### src/rtl/core/bmr_pkg.sv
`timescale 1ns / 1ps
// ----------------------------------------------------------------------------
// bmr_pkg
// Shared constants of the block mean reducer: register width, default sizes
// and the reset value of block_size.
// ----------------------------------------------------------------------------
package bmr_pkg;

  // Width of the block_size configuration register.
  localparam int unsigned CFG_BITS = 9;

  // Defaults for the top-level parameters.
  localparam int unsigned SAMPLE_BITS_DEF = 16;
  localparam int unsigned MAX_BLOCK_DEF   = 256;

  // Reset value of block_size.
  localparam logic [CFG_BITS-1:0] BLOCK_SIZE_RST = CFG_BITS'(1);

endpackage : bmr_pkg

### src/rtl/core/block_mean_reducer.sv
`timescale 1ns / 1ps
// ----------------------------------------------------------------------------
// block_mean_reducer
// Piecewise aggregate approximation: averages signed samples over blocks of
// block_size samples (or up to a series end) and emits one mean per block.
// ----------------------------------------------------------------------------
//
//  Channel   Handshake             Payload
//  --------  --------------------  ----------------------------------------
//  input     push / full           sample_i, series_end_i
//  result    empty / pop           segment_mean_o, final_segment_o
//  config    cfg_we_i              cfg_wdata_i (block_size, 9 bits)
//
//  The front end takes one sample per cycle while the job queue has room.
//  Each closed block occupies the serial divider, one quotient bit per
//  cycle; two blocks can wait in the job queue meanwhile.
//  Reset clears sum, count, queue and divider, and sets block_size to 1.
//  full rises only while the job queue is full; a waiting result does not
//  stall the divider's next job until that job is done.
// ----------------------------------------------------------------------------
module block_mean_reducer
  import bmr_pkg::*;
#(
  parameter int unsigned SAMPLE_BITS = SAMPLE_BITS_DEF,
  parameter int unsigned MAX_BLOCK   = MAX_BLOCK_DEF
) (
  input  logic                          clk_i,
  input  logic                          rst_ni,
  // configuration
  input  logic                          cfg_we_i,
  input  logic [CFG_BITS-1:0]           cfg_wdata_i,
  // sample input
  input  logic                          push,
  output logic                          full,
  input  logic signed [SAMPLE_BITS-1:0] sample_i,
  input  logic                          series_end_i,
  // segment output
  output logic                          empty,
  input  logic                          pop,
  output logic signed [SAMPLE_BITS-1:0] segment_mean_o,
  output logic                          final_segment_o
);

  // Sum must hold MAX_BLOCK full-scale samples; count must hold MAX_BLOCK.
  localparam int unsigned SUM_W = SAMPLE_BITS + $clog2(MAX_BLOCK);
  localparam int unsigned CNT_W = $clog2(MAX_BLOCK + 1);
  localparam int unsigned JOB_W = SUM_W + CNT_W + 1;

  logic [CFG_BITS-1:0]     block_size_q;
  logic                    in_ready;
  logic                    job_valid, job_ready;
  logic signed [SUM_W-1:0] job_sum;
  logic [CNT_W-1:0]        job_count;
  logic                    job_last;
  logic [JOB_W-1:0]        q_in_data, q_out_data;
  logic                    q_out_valid, q_out_ready;

  // Hold block_size; the user must write it only while the block is idle, the block does not enforce this.
  always_ff @(posedge clk_i or negedge rst_ni) begin
    if (!rst_ni) begin
      block_size_q <= BLOCK_SIZE_RST;
    end else if (cfg_we_i) begin
      block_size_q <= cfg_wdata_i;
    end
  end

  assign full = !in_ready;

  // Front end: accumulate and close blocks.
  bmr_front #(
    .SAMPLE_BITS (SAMPLE_BITS),
    .MAX_BLOCK   (MAX_BLOCK),
    .SUM_W       (SUM_W),
    .CNT_W       (CNT_W)
  ) u_front (
    .clk_i        (clk_i),
    .rst_ni       (rst_ni),
    .block_size_i (block_size_q),
    .in_valid_i   (push),
    .in_ready_o   (in_ready),
    .sample_i     (sample_i),
    .series_end_i (series_end_i),
    .job_valid_o  (job_valid),
    .job_ready_i  (job_ready),
    .job_sum_o    (job_sum),
    .job_count_o  (job_count),
    .job_last_o   (job_last)
  );

  // Pack a closed block into one queue entry.
  assign q_in_data = {job_last, job_count, job_sum};

  bmr_queue #(
    .DATA_W (JOB_W)
  ) u_queue (
    .clk_i       (clk_i),
    .rst_ni      (rst_ni),
    .in_valid_i  (job_valid),
    .in_ready_o  (job_ready),
    .in_data_i   (q_in_data),
    .out_valid_o (q_out_valid),
    .out_ready_i (q_out_ready),
    .out_data_o  (q_out_data)
  );

  // Back end: divide sum by count, then present the transaction.
  bmr_divider #(
    .SAMPLE_BITS (SAMPLE_BITS),
    .SUM_W       (SUM_W),
    .CNT_W       (CNT_W)
  ) u_divider (
    .clk_i       (clk_i),
    .rst_ni      (rst_ni),
    .job_valid_i (q_out_valid),
    .job_ready_o (q_out_ready),
    .job_sum_i   (q_out_data[SUM_W-1:0]),
    .job_count_i (q_out_data[SUM_W+CNT_W-1:SUM_W]),
    .job_last_i  (q_out_data[JOB_W-1]),
    .res_empty_o (empty),
    .res_pop_i   (pop),
    .res_mean_o  (segment_mean_o),
    .res_final_o (final_segment_o)
  );

  // A series end always closes a block in the same cycle.
  a_series_end_closes : assert property (@(posedge clk_i) disable iff (!rst_ni)
    (push && !full && series_end_i) |-> job_valid)
    else $error("series end did not close a block");

  // A block is handed over only with an accepted sample.
  a_job_needs_sample : assert property (@(posedge clk_i) disable iff (!rst_ni)
    job_valid && job_ready |-> (push && !full))
    else $error("block queued without an accepted sample");

  // A closed block never has a zero count, so the divider never sees zero.
  a_count_nonzero : assert property (@(posedge clk_i) disable iff (!rst_ni)
    job_valid |-> (job_count != '0))
    else $error("closed block with zero count");

endmodule : block_mean_reducer

### src/rtl/core/bmr_front.sv
`timescale 1ns / 1ps
// ----------------------------------------------------------------------------
// bmr_front
// Accumulates samples into a running sum and count, and hands a closed block
// (sum, count, series end) to the job queue.
// ----------------------------------------------------------------------------
module bmr_front
  import bmr_pkg::*;
#(
  parameter int unsigned SAMPLE_BITS = SAMPLE_BITS_DEF,
  parameter int unsigned MAX_BLOCK   = MAX_BLOCK_DEF,
  parameter int unsigned SUM_W       = SAMPLE_BITS + $clog2(MAX_BLOCK),
  parameter int unsigned CNT_W       = $clog2(MAX_BLOCK + 1)
) (
  input  logic                          clk_i,
  input  logic                          rst_ni,
  input  logic [CFG_BITS-1:0]           block_size_i,
  input  logic                          in_valid_i,
  output logic                          in_ready_o,
  input  logic signed [SAMPLE_BITS-1:0] sample_i,
  input  logic                          series_end_i,
  output logic                          job_valid_o,
  input  logic                          job_ready_i,
  output logic signed [SUM_W-1:0]       job_sum_o,
  output logic [CNT_W-1:0]              job_count_o,
  output logic                          job_last_o
);

  localparam int unsigned CMP_W = (CNT_W > CFG_BITS) ? CNT_W : CFG_BITS;

  logic signed [SUM_W-1:0] sum_q, sum_d, sum_next;
  logic [CNT_W-1:0]        cnt_q, cnt_d, cnt_next;
  logic [CMP_W-1:0]        bs_ext, max_ext, eff_ext;
  logic [CNT_W-1:0]        eff;
  logic                    accept, close;

  // Clamp block size: zero acts as one, anything above MAX_BLOCK as MAX_BLOCK.
  always_comb begin
    bs_ext  = CMP_W'(block_size_i);
    max_ext = CMP_W'(MAX_BLOCK);
    if (bs_ext == '0) begin
      eff_ext = CMP_W'(1);
    end else if (bs_ext > max_ext) begin
      eff_ext = max_ext;
    end else begin
      eff_ext = bs_ext;
    end
    eff = CNT_W'(eff_ext);
  end

  assign sum_next = sum_q + {{(SUM_W-SAMPLE_BITS){sample_i[SAMPLE_BITS-1]}}, sample_i};
  assign cnt_next = cnt_q + CNT_W'(1);
  assign close    = (cnt_next >= eff) || series_end_i;

  // Stall the input whenever the job queue cannot take a block.
  assign in_ready_o  = job_ready_i;
  assign accept      = in_valid_i && job_ready_i;
  assign job_valid_o = in_valid_i && close;
  assign job_sum_o   = sum_next;
  assign job_count_o = cnt_next;
  assign job_last_o  = series_end_i;

  always_comb begin
    sum_d = sum_q;
    cnt_d = cnt_q;
    if (accept) begin
      if (close) begin
        sum_d = '0;
        cnt_d = '0;
      end else begin
        sum_d = sum_next;
        cnt_d = cnt_next;
      end
    end
  end

  always_ff @(posedge clk_i or negedge rst_ni) begin
    if (!rst_ni) begin
      sum_q <= '0;
      cnt_q <= '0;
    end else begin
      sum_q <= sum_d;
      cnt_q <= cnt_d;
    end
  end

endmodule : bmr_front

### src/rtl/core/bmr_queue.sv
`timescale 1ns / 1ps
// ----------------------------------------------------------------------------
// bmr_queue
// Two-entry job queue between front and back end, built from a head and a
// tail register.
// ----------------------------------------------------------------------------
module bmr_queue #(
  parameter int unsigned DATA_W = 8
) (
  input  logic              clk_i,
  input  logic              rst_ni,
  input  logic              in_valid_i,
  output logic              in_ready_o,
  input  logic [DATA_W-1:0] in_data_i,
  output logic              out_valid_o,
  input  logic              out_ready_i,
  output logic [DATA_W-1:0] out_data_o
);

  logic              head_v_q, head_v_d, tail_v_q, tail_v_d;
  logic [DATA_W-1:0] head_q, head_d, tail_q, tail_d;
  logic              push, pop;

  assign in_ready_o  = !tail_v_q;
  assign out_valid_o = head_v_q;
  assign out_data_o  = head_q;
  assign push        = in_valid_i && !tail_v_q;
  assign pop         = head_v_q && out_ready_i;

  always_comb begin
    head_v_d = head_v_q;
    tail_v_d = tail_v_q;
    head_d   = head_q;
    tail_d   = tail_q;
    if (pop) begin
      if (tail_v_q) begin
        // Advance the tail; no push can happen while the tail is occupied.
        head_d   = tail_q;
        tail_v_d = 1'b0;
      end else if (push) begin
        head_d = in_data_i;
      end else begin
        head_v_d = 1'b0;
      end
    end else if (push) begin
      if (!head_v_q) begin
        head_d   = in_data_i;
        head_v_d = 1'b1;
      end else begin
        tail_d   = in_data_i;
        tail_v_d = 1'b1;
      end
    end
  end

  always_ff @(posedge clk_i or negedge rst_ni) begin
    if (!rst_ni) begin
      head_v_q <= 1'b0;
      tail_v_q <= 1'b0;
    end else begin
      head_v_q <= head_v_d;
      tail_v_q <= tail_v_d;
    end
  end

  always_ff @(posedge clk_i) begin
    head_q <= head_d;
    tail_q <= tail_d;
  end

endmodule : bmr_queue

### src/rtl/core/bmr_divider.sv
`timescale 1ns / 1ps
// ----------------------------------------------------------------------------
// bmr_divider
// Back end: restoring divider, one quotient bit per cycle, on the magnitude
// of the block sum; the sign is applied at the end (truncation toward zero).
// A result register decouples the divider from the result consumer.
// ----------------------------------------------------------------------------
module bmr_divider #(
  parameter int unsigned SAMPLE_BITS = 16,
  parameter int unsigned SUM_W       = 24,
  parameter int unsigned CNT_W       = 9
) (
  input  logic                          clk_i,
  input  logic                          rst_ni,
  input  logic                          job_valid_i,
  output logic                          job_ready_o,
  input  logic signed [SUM_W-1:0]       job_sum_i,
  input  logic [CNT_W-1:0]              job_count_i,
  input  logic                          job_last_i,
  output logic                          res_empty_o,
  input  logic                          res_pop_i,
  output logic signed [SAMPLE_BITS-1:0] res_mean_o,
  output logic                          res_final_o
);

  localparam int unsigned STEP_W = $clog2(SUM_W + 1);
  localparam logic [STEP_W-1:0] LAST_STEP = STEP_W'(SUM_W);

  logic              busy_q, busy_d, res_valid_q, res_valid_d;
  logic [STEP_W-1:0] step_q, step_d;
  logic [SUM_W-1:0]  dvd_q, quot;
  logic [CNT_W-1:0]  div_q, rem_q;
  logic              neg_q, last_q;
  logic [CNT_W:0]    rem_sh, rem_diff;
  logic              ge, load, run, finish;
  logic [SAMPLE_BITS-1:0] res_mean_q;
  logic              res_final_q;

  assign load   = job_valid_i && !busy_q;
  assign run    = busy_q && (step_q != LAST_STEP);
  assign finish = busy_q && (step_q == LAST_STEP) && (!res_valid_q || res_pop_i);

  assign rem_sh   = {rem_q, dvd_q[SUM_W-1]};
  assign rem_diff = rem_sh - {1'b0, div_q};
  assign ge       = (rem_sh >= {1'b0, div_q});
  assign quot     = neg_q ? (~dvd_q + SUM_W'(1)) : dvd_q;

  assign job_ready_o = !busy_q;
  assign res_empty_o = !res_valid_q;
  assign res_mean_o  = res_mean_q;
  assign res_final_o = res_final_q;

  always_comb begin
    busy_d = busy_q;
    step_d = step_q;
    if (load) begin
      busy_d = 1'b1;
      step_d = '0;
    end else if (run) begin
      step_d = step_q + STEP_W'(1);
    end else if (finish) begin
      busy_d = 1'b0;
    end
    res_valid_d = res_valid_q;
    if (finish) begin
      res_valid_d = 1'b1;
    end else if (res_pop_i) begin
      res_valid_d = 1'b0;
    end
  end

  always_ff @(posedge clk_i or negedge rst_ni) begin
    if (!rst_ni) begin
      busy_q      <= 1'b0;
      step_q      <= '0;
      res_valid_q <= 1'b0;
    end else begin
      busy_q      <= busy_d;
      step_q      <= step_d;
      res_valid_q <= res_valid_d;
    end
  end

  always_ff @(posedge clk_i) begin
    if (load) begin
      neg_q  <= job_sum_i[SUM_W-1];
      dvd_q  <= job_sum_i[SUM_W-1] ? (~job_sum_i + SUM_W'(1)) : job_sum_i;
      div_q  <= job_count_i;
      rem_q  <= '0;
      last_q <= job_last_i;
    end else if (run) begin
      dvd_q <= {dvd_q[SUM_W-2:0], ge};
      rem_q <= ge ? rem_diff[CNT_W-1:0] : rem_sh[CNT_W-1:0];
    end
    if (finish) begin
      res_mean_q  <= quot[SAMPLE_BITS-1:0];
      res_final_q <= last_q;
    end
  end

endmodule : bmr_divider

### config.mk
export PLATFORM = sky130hd
export DESIGN_NAME = block_mean_reducer
export DESIGN_NICKNAME = d
export VERILOG_FILES = /design/src/rtl/core/bmr_pkg.sv /design/src/rtl/core/block_mean_reducer.sv /design/src/rtl/core/bmr_front.sv /design/src/rtl/core/bmr_queue.sv /design/src/rtl/core/bmr_divider.sv
export SDC_FILE = /design/constraint.sdc
export NUM_CORES = 1
export LEC_CHECK = 0
export BUFFER_PORTS_ARGS = -buffer_cell sky130_fd_sc_hd__buf_2
export CORE_UTILIZATION = 45
export CTS_BUF_LIST = sky130_fd_sc_hd__clkbuf_4
export DETAILED_ROUTE_END_ITERATION = 10
export GPL_ROUTABILITY_DRIVEN = 0
export PLACE_DENSITY_LB_ADDON = 0.1
export SLEW_MARGIN = 40
export SYNTH_ARGS = -nofsm -noshare
export SYNTH_HDL_FRONTEND = slang
export SYNTH_SLANG_ARGS = --single-unit
export TNS_END_PERCENT = 50
### constraint.sdc
create_clock -name clk_i -period 6.5 [get_ports clk_i]
set_clock_uncertainty 0.05 [all_clocks]
set_input_delay 0.65 -clock clk_i [delete_from_list [all_inputs] [get_ports clk_i]]
set_output_delay 0.65 -clock clk_i [all_outputs]
set_load 0.02 [all_outputs]
==> flow_metrics.env, run 1 <==
export IMPL_power_switching_w=0.00160
export IMPL_die_h_um=147
export IMPL_cts_sinks=180
export IMPL_setup_violations=0
export IMPL_crit_type="reg2reg"
export IMPL_r2r_end="u_queue.out_data_o[16]"
export IMPL_power_share_clock_pct=14.3
export IMPL_ir_drop_mv=0.175
export IMPL_ff2ff_setup_slack_ns=2.77
export IMPL_rsz0062_at_grt="no"
export IMPL_first_pass_iters=5
export IMPL_die_x_um=147
export IMPL_synth_main_ff_cell="edfxtp_1"
export IMPL_reg2reg_depth=13
export IMPL_sw_frac_of_total_pct=38.6
export IMPL_cts_resized=0
export IMPL_filler_cell_count=1850
export IMPL_rows=52
export IMPL_port_buffers=49
export IMPL_synth_area_mm2=0.00944
export IMPL_layout_min_cycle_time_ns=3.73
export IMPL_grt_ovfl_total=0
export IMPL_cap_violations=0
export IMPL_cp_end_kind="flip-flop"
export IMPL_syn_inst=878
export IMPL_multi_input_area_mm2=0.00411
export IMPL_grt_pass1_wl_um=33200
export IMPL_cp_startpoint="u_front.cnt_q[0]"
export IMPL_viasPerCell=5.44
export IMPL_drv_slew=0
export IMPL_p_leak_nw=4.26
export IMPL_syn_to_final_growth_pct=8.71
export IMPL_maxSlewHeadroom_pct=46.6
export IMPL_cp_max_fo=23
export IMPL_vias=6562
export IMPL_seq_area_frac_synth_pct=53.6
export IMPL_synth_distinct_cells=60
export IMPL_synth_avg_cell_area_um2=10.8
export IMPL_placed_cell_area_mm2=0.0100
export IMPL_fmax_mhz=268
export IMPL_antenna_found_initial=1
export IMPL_clkTransAtPathRegs_ns=0.16
export IMPL_dp_cells=1173
export IMPL_io_pins=50
export IMPL_synthArstFlopShare_pct=28.3
export IMPL_drt_iter0_markers=372
export IMPL_crit_path_end="u_queue.out_data_o[16]"
export IMPL_drt_total_wl_um=20200
export IMPL_fin_area_mm2=0.0103
export IMPL_min_path_type="in2async"
export IMPL_arrival_ns=3.95
export IMPL_power_share_sequential_pct=44.2
export IMPL_drive_gt1_share_pct=12.9
export IMPL_tritoncts="done"
export IMPL_grt_max_degree=52
export IMPL_r2r_start="u_front.cnt_q[0]"
export IMPL_ant_nets=0
export IMPL_postCtsSetupRepairBufs=0
export IMPL_clock_root_buffer="clkbuf_4"
export IMPL_initial_utilization_pct=46.2
export IMPL_route_detailed_drc=0
export IMPL_final_util_pct=50.2
export IMPL_outcome="completed"
export IMPL_start_kind="flip-flop"
export IMPL_yosysWarnings=0
export IMPL_cts_made_buffers=17
export IMPL_core_mm2=0.0204
export IMPL_grtUsageTotal_pct=19.8
export IMPL_combPwrFrac_pct=41.6
export IMPL_grt_pass1_vias=6465
export IMPL_final_cells=1206
export IMPL_layout_nets=1001
export IMPL_worstPathRequired_ns=6.72
export IMPL_ctsHoldBuffers=0
export IMPL_syn_num_nets=957
export IMPL_p_per_area_mw_per_mm2=405
export IMPL_clk_latency_ns=0.57
export IMPL_htree_levels=4
export IMPL_synth_edf_count=120
export IMPL_tns_ns=0
export IMPL_worst_slew_pin_slew_ns=0.800
export IMPL_final_hold_violation_count=0
export IMPL_die_area_mm2=0.0216
export IMPL_fin_crit_sh_pct=57.4
export IMPL_total_power_w=0.00415
export IMPL_seqCellArea_mm2=0.00506
export IMPL_wl_per_cell_um=16.8
export IMPL_dp_hpwl_um=15100
export IMPL_yosys_register_bits=180
export IMPL_p_int_w=0.00255
export IMPL_clockBufferDepth=2
-- how the worst min path moves through the flow --
stage	start	endpoint	slack, ns
finish	rst_ni	u_front.sum_q[7]	0.13
global route	rst_ni	u_front.sum_q[8]	0.14
CTS	rst_ni	u_front.sum_q[7]	0.11
detailed placement	u_queue.out_data_o[33]	u_divider.last_q	0.38
global placement	u_queue.out_data_o[33]	u_divider.last_q	0.37
floorplan	rst_ni	block_size_q[1]	0.30
-- synth_stat cells (all sizes together) (3+ instances only) --
cell	instances	area, um^2
mux2i	4	40.0
and3	3	18.8
dfxtp	9	180
o31ai	31	233
a221o	3	30.0
a21oi	43	215
a21o	12	90.1
or4	5	37.5
nand2b	5	31.3
a21boi	3	22.5
nand2	132	495
o21bai	4	30.0
a31oi	4	25.0
nand3	21	105
or3	8	50.1
and2	4	25.0
xnor2	33	289
dfrtp	50	1250
a22o	17	149
clkbuf	29	109
xor2	37	324
nor2	47	176
nor2b	10	62.6
o41ai	5	43.8
edfxtp	120	3600
mux2	20	225
nand4	7	43.8
o21a	4	30.0
inv	45	169
o21ai	72	360
nor3	9	50.1
buf	3	18.8
nor4	3	18.8
ha	46	576
-- layout make-up --
cell class / count / area share (%)
Multi-Input combinational cell: 619 / 40.0
Clock buffer: 18 / 1.32
Inverter: 47 / 1.72
Tap cell: 270 / 3.29
Sequential cell: 180 / 49.3
Timing Repair Buffer: 57 / 3.12
Antenna cell: 1 / 0.0244
Clock inverter: 14 / 1.19
-- logic make-up (layout without fill, tap and decap cells) --
| kind of cell | after synthesis | count (layout) | synth area share (%) |
|---|---|---|---|
| AOI/OAI and AO/OA | 211 | 211 | 14.4 |
| muxes | 24 | 24 | 2.81 |
| and+or+nand+nor | 265 | 265 | 12.7 |
| buffers and inverters | 79 | 136 | 3.22 |
| xor gates and xnor gates | 71 | 71 | 6.73 |
| other | 0 | 1 | 0 |
| adders and majority gates | 48 | 48 | 6.52 |
| DFF | 180 | 180 | 53.6 |
-- stage by stage --
| step | worst slack (ns) | hold WS [ns] |
|---|---|---|
| global route | 2.42 | 0.137 |
| finish | 2.77 | 0.132 |
| global placement | 2.69 | 0.371 |
| CTS | 2.74 | 0.115 |
| floorplan | 1.10 | 0.304 |
| detailed placement | 2.80 | 0.376 |
-- power groups by stage --
stage,registers [W],clock network (W),logic [W]
finish,0.00183,0.000592,0.00173
global route,0.00187,0.000660,0.00195
CTS,0.00184,0.000616,0.00174
detailed placement,0.00186,0,0.00173
global placement,0.00185,0,0.00168
floorplan,0.00181,0,0.00131
-- layout by cell type, fill, tap and decap left out, types with 5 or more instances in the layout --
cell	instances
edfxtp_1	120
o31ai_1	31
nor2_1	44
dfxtp_1	9
clkbuf_4	18
nand3_1	21
xnor2_1	33
o41ai_1	5
inv_1	44
nand2_1	132
buf_4	6
inv_6	6
o21ai_1	17
nand2b_1	5
buf_2	49
a22o_1	17
ha_1	46
nor3_1	8
nand4_1	7
a21o_1	12
dfrtp_1	50
nor2b_1	10
o21ai_0	55
a21oi_1	42
or3_1	8
or4_1	5
xor2_1	37
mux2_2	20
-- state kept, by name, indices dropped and copies added (netlist names), 9 cells and up --
register,flops
u_divider.div_q,9
u_divider.dvd_q,24
u_queue.out_data_o,34
u_front.sum_q,24
u_divider.rem_q,9
u_front.cnt_q,9
block_size_q,9
u_queue.tail_q,34
u_divider.res_mean_o,16
-- critical path, stage by stage (launching register included) --
cell	delay, ns
dfrtp_1	0.48
ha_1	0.27
and3_1	0.26
nand3_1	0.13
xor2_1	0.24
inv_1	0.10
ha_1	0.29
nand4_1	0.10
o211ai_1	0.18
buf_4	0.33
nand2_1	0.21
a21boi_4	0.43
buf_8	0.20
buf_8	0.16
-- per-layer routing --
layer	global-route usage, %	routed length [um]
met1	25.2	9300
met2	34.0	9970
met3	4.01	672
met4	5.31	291
met5	0	0
Note: power is estimated with default switching activity, not from simulation.
==> inputs of run 2 (changes only) <==
- clock period: 6.5 -> 3.9 ns (I/O delays scaled with it)
==> run 2 against run 1 <==
Effect of this change:
- total power rose by 72%
- count of clock-buffer cells in the layout rose by 2
- final area increased by 1.7%
- final cell count rose by 1.2%
- worst setup slack worse by 2.2 ns
- hold slack got worse by 0.038 ns
- critical path depth decreased by 2
- utilization up 0.86 points
==> flow_metrics.env, run 2 (synthesized netlist as in run 1, its figures left out) <==
export IMPL_outcome="completed"
export IMPL_drv_slew=0
export IMPL_min_path_type="in2reg"
export IMPL_grtUsageTotal_pct=20.1
export IMPL_crit_type="reg2reg"
export IMPL_dp_hpwl_um=15500
export IMPL_grt_use_met3_pct=2.95
export IMPL_rows=52
export IMPL_wl_per_cell_um=16.8
export IMPL_grt_max_degree=48
export IMPL_worstPathRequired_ns=4.07
export IMPL_fmax_mhz=300
export IMPL_rsz0062_at_grt="no"
export IMPL_clock_root_buffer="clkbuf_4"
export IMPL_antenna_found_initial=1
export IMPL_grt_pass1_vias=6544
export IMPL_cts_sinks=180
export IMPL_die_x_um=147
export IMPL_layout_common_cells="nand2_1, edfxtp_1, o21ai_0"
export IMPL_port_buffers=49
export IMPL_grt_met1_usage_pct=26.6
export IMPL_final_hold_violation_count=0
export IMPL_tns_ns=0
export IMPL_die_h_um=147
export IMPL_arrival_ns=3.50
export IMPL_p_per_area_mw_per_mm2=683
export IMPL_first_pass_iters=4
export IMPL_p_leak_nw=4.33
export IMPL_ant_nets=0
export IMPL_top_usage_layer="met2"
export IMPL_core_mm2=0.0204
export IMPL_final_common_cell="nand2_1"
export IMPL_grt_ovfl_total=0
export IMPL_initial_utilization_pct=46.2
export IMPL_ir_drop_mv=0.327
export IMPL_layout_min_cycle_time_ns=3.33
export IMPL_cts_made_buffers=17
export IMPL_viasPerCell=5.40
export IMPL_tritoncts="done"
export IMPL_drt_total_wl_um=20600
export IMPL_fin_area_mm2=0.0104
export IMPL_layout_nets=1016
export IMPL_route_detailed_drc=0
export IMPL_htree_levels=4
export IMPL_cp_end_kind="flip-flop"
export IMPL_clk_latency_ns=0.58
export IMPL_cp_max_fo=34
export IMPL_syn_to_final_growth_pct=10.6
export IMPL_maxSlewHeadroom_pct=53.1
export IMPL_io_pins=50
export IMPL_drive_gt1_share_pct=13.1
export IMPL_grt_pass1_wl_um=33900
export IMPL_cts_resized=0
export IMPL_die_area_mm2=0.0216
export IMPL_cap_violations=0
export IMPL_worst_slew_pin_slew_ns=0.702
export IMPL_postCtsSetupRepairBufs=0
export IMPL_clkTransAtPathRegs_ns=0.15
export IMPL_placed_cell_area_mm2=0.0100
export IMPL_clockBufferDepth=2
export IMPL_start_kind="flip-flop"
export IMPL_vias=6596
export IMPL_setup_violations=0
export IMPL_grtUsageMet2_pct=33.9
export IMPL_fin_crit_sh_pct=85.3
export IMPL_drt_iter0_markers=477
## run 2: cell types whose count changed in the layout (fill, tap and decap cells not counted), moves of 2 or more
cell,delta
buf_4,+5
clkbuf_4,+2
buf_8,-2
clkinv_2,-2
bufinv_16,+2
dlygate4sd3_1,+12
inv_6,-4
## run 2: worst max-delay path: stages (launching register included)
cell      delay, ns
dfrtp_1        0.47
ha_1           0.28
and3_1         0.25
nand3_1        0.11
xor2_1         0.25
inv_1          0.09
ha_1           0.30
nand4_1        0.11
o211ai_1       0.29
nand2_1        0.20
a21boi_4       0.17
buf_4          0.39
## run 2: layout make-up
cell class / count / area, um^2
Clock inverter: 12 / 154
Multi-Input combinational cell: 619 / 4110
Clock buffer: 20 / 150
Sequential cell: 180 / 5060
Fill cell: 1845 / 9990
Timing Repair Buffer: 72 / 448
Tap cell: 270 / 338
Antenna cell: 1 / 2.50
Inverter: 47 / 176
## run 2: power by group
part | internal, W | switching, W
sequential | 0.00274 | 0.000333
clock | 0.000470 | 0.000638
combinational | 0.00119 | 0.00175
## run 2: what timing repair did
item	in CTS	in global routing
setup endpoints to repair	0	0
hold buffers	11	1
hold endpoints to repair	29	1
## run 2: path summary, 6_finish.rpt
| kind | startpoint | endpoint | slack [ns] | cells after the start |
|---|---|---|---|---|
| worst min register to register | u_queue.out_data_o[29] | u_divider.div_q[5] | 0.38 | 0 |
| max in group asynchronous | rst_ni | block_size_q[0] | 2.68 | 3 |
| worst min-delay path | push | u_queue.tail_v_q | 0.09 | 3 |
| worst max-delay path | u_front.cnt_q[0] | u_queue.out_data_o[5] | 0.57 | 11 |
| worst max register to register | u_front.cnt_q[0] | u_queue.out_data_o[5] | 0.57 | 11 |
| min in group asynchronous | rst_ni | u_front.sum_q[6] | 0.24 | 2 |
## run 2: metal layers
layer  vias up  part of all wire [%]
met4         0                   1.7
li1       3297                     -
met3        29                   2.4
met5         -                     0
met1      3163                    47
met2       107                    49
## run 2: per-stage QoR
step	instances	setup WS [ns]	power (W)	hold slack (ns)	utilization, %
2_1_floorplan	878	-0.390	0.00520	0.0444	-
3_3_place_gp	1176	0.667	0.00593	0.344	48.9
3_5_place_dp	1176	0.618	0.00604	0.357	49.0
4_1_cts	1219	0.566	0.00716	0.00110	51.0
5_1_grt	1221	0.279	0.00765	0.0628	51.1
6_report	1221	0.572	0.00712	0.0942	51.1
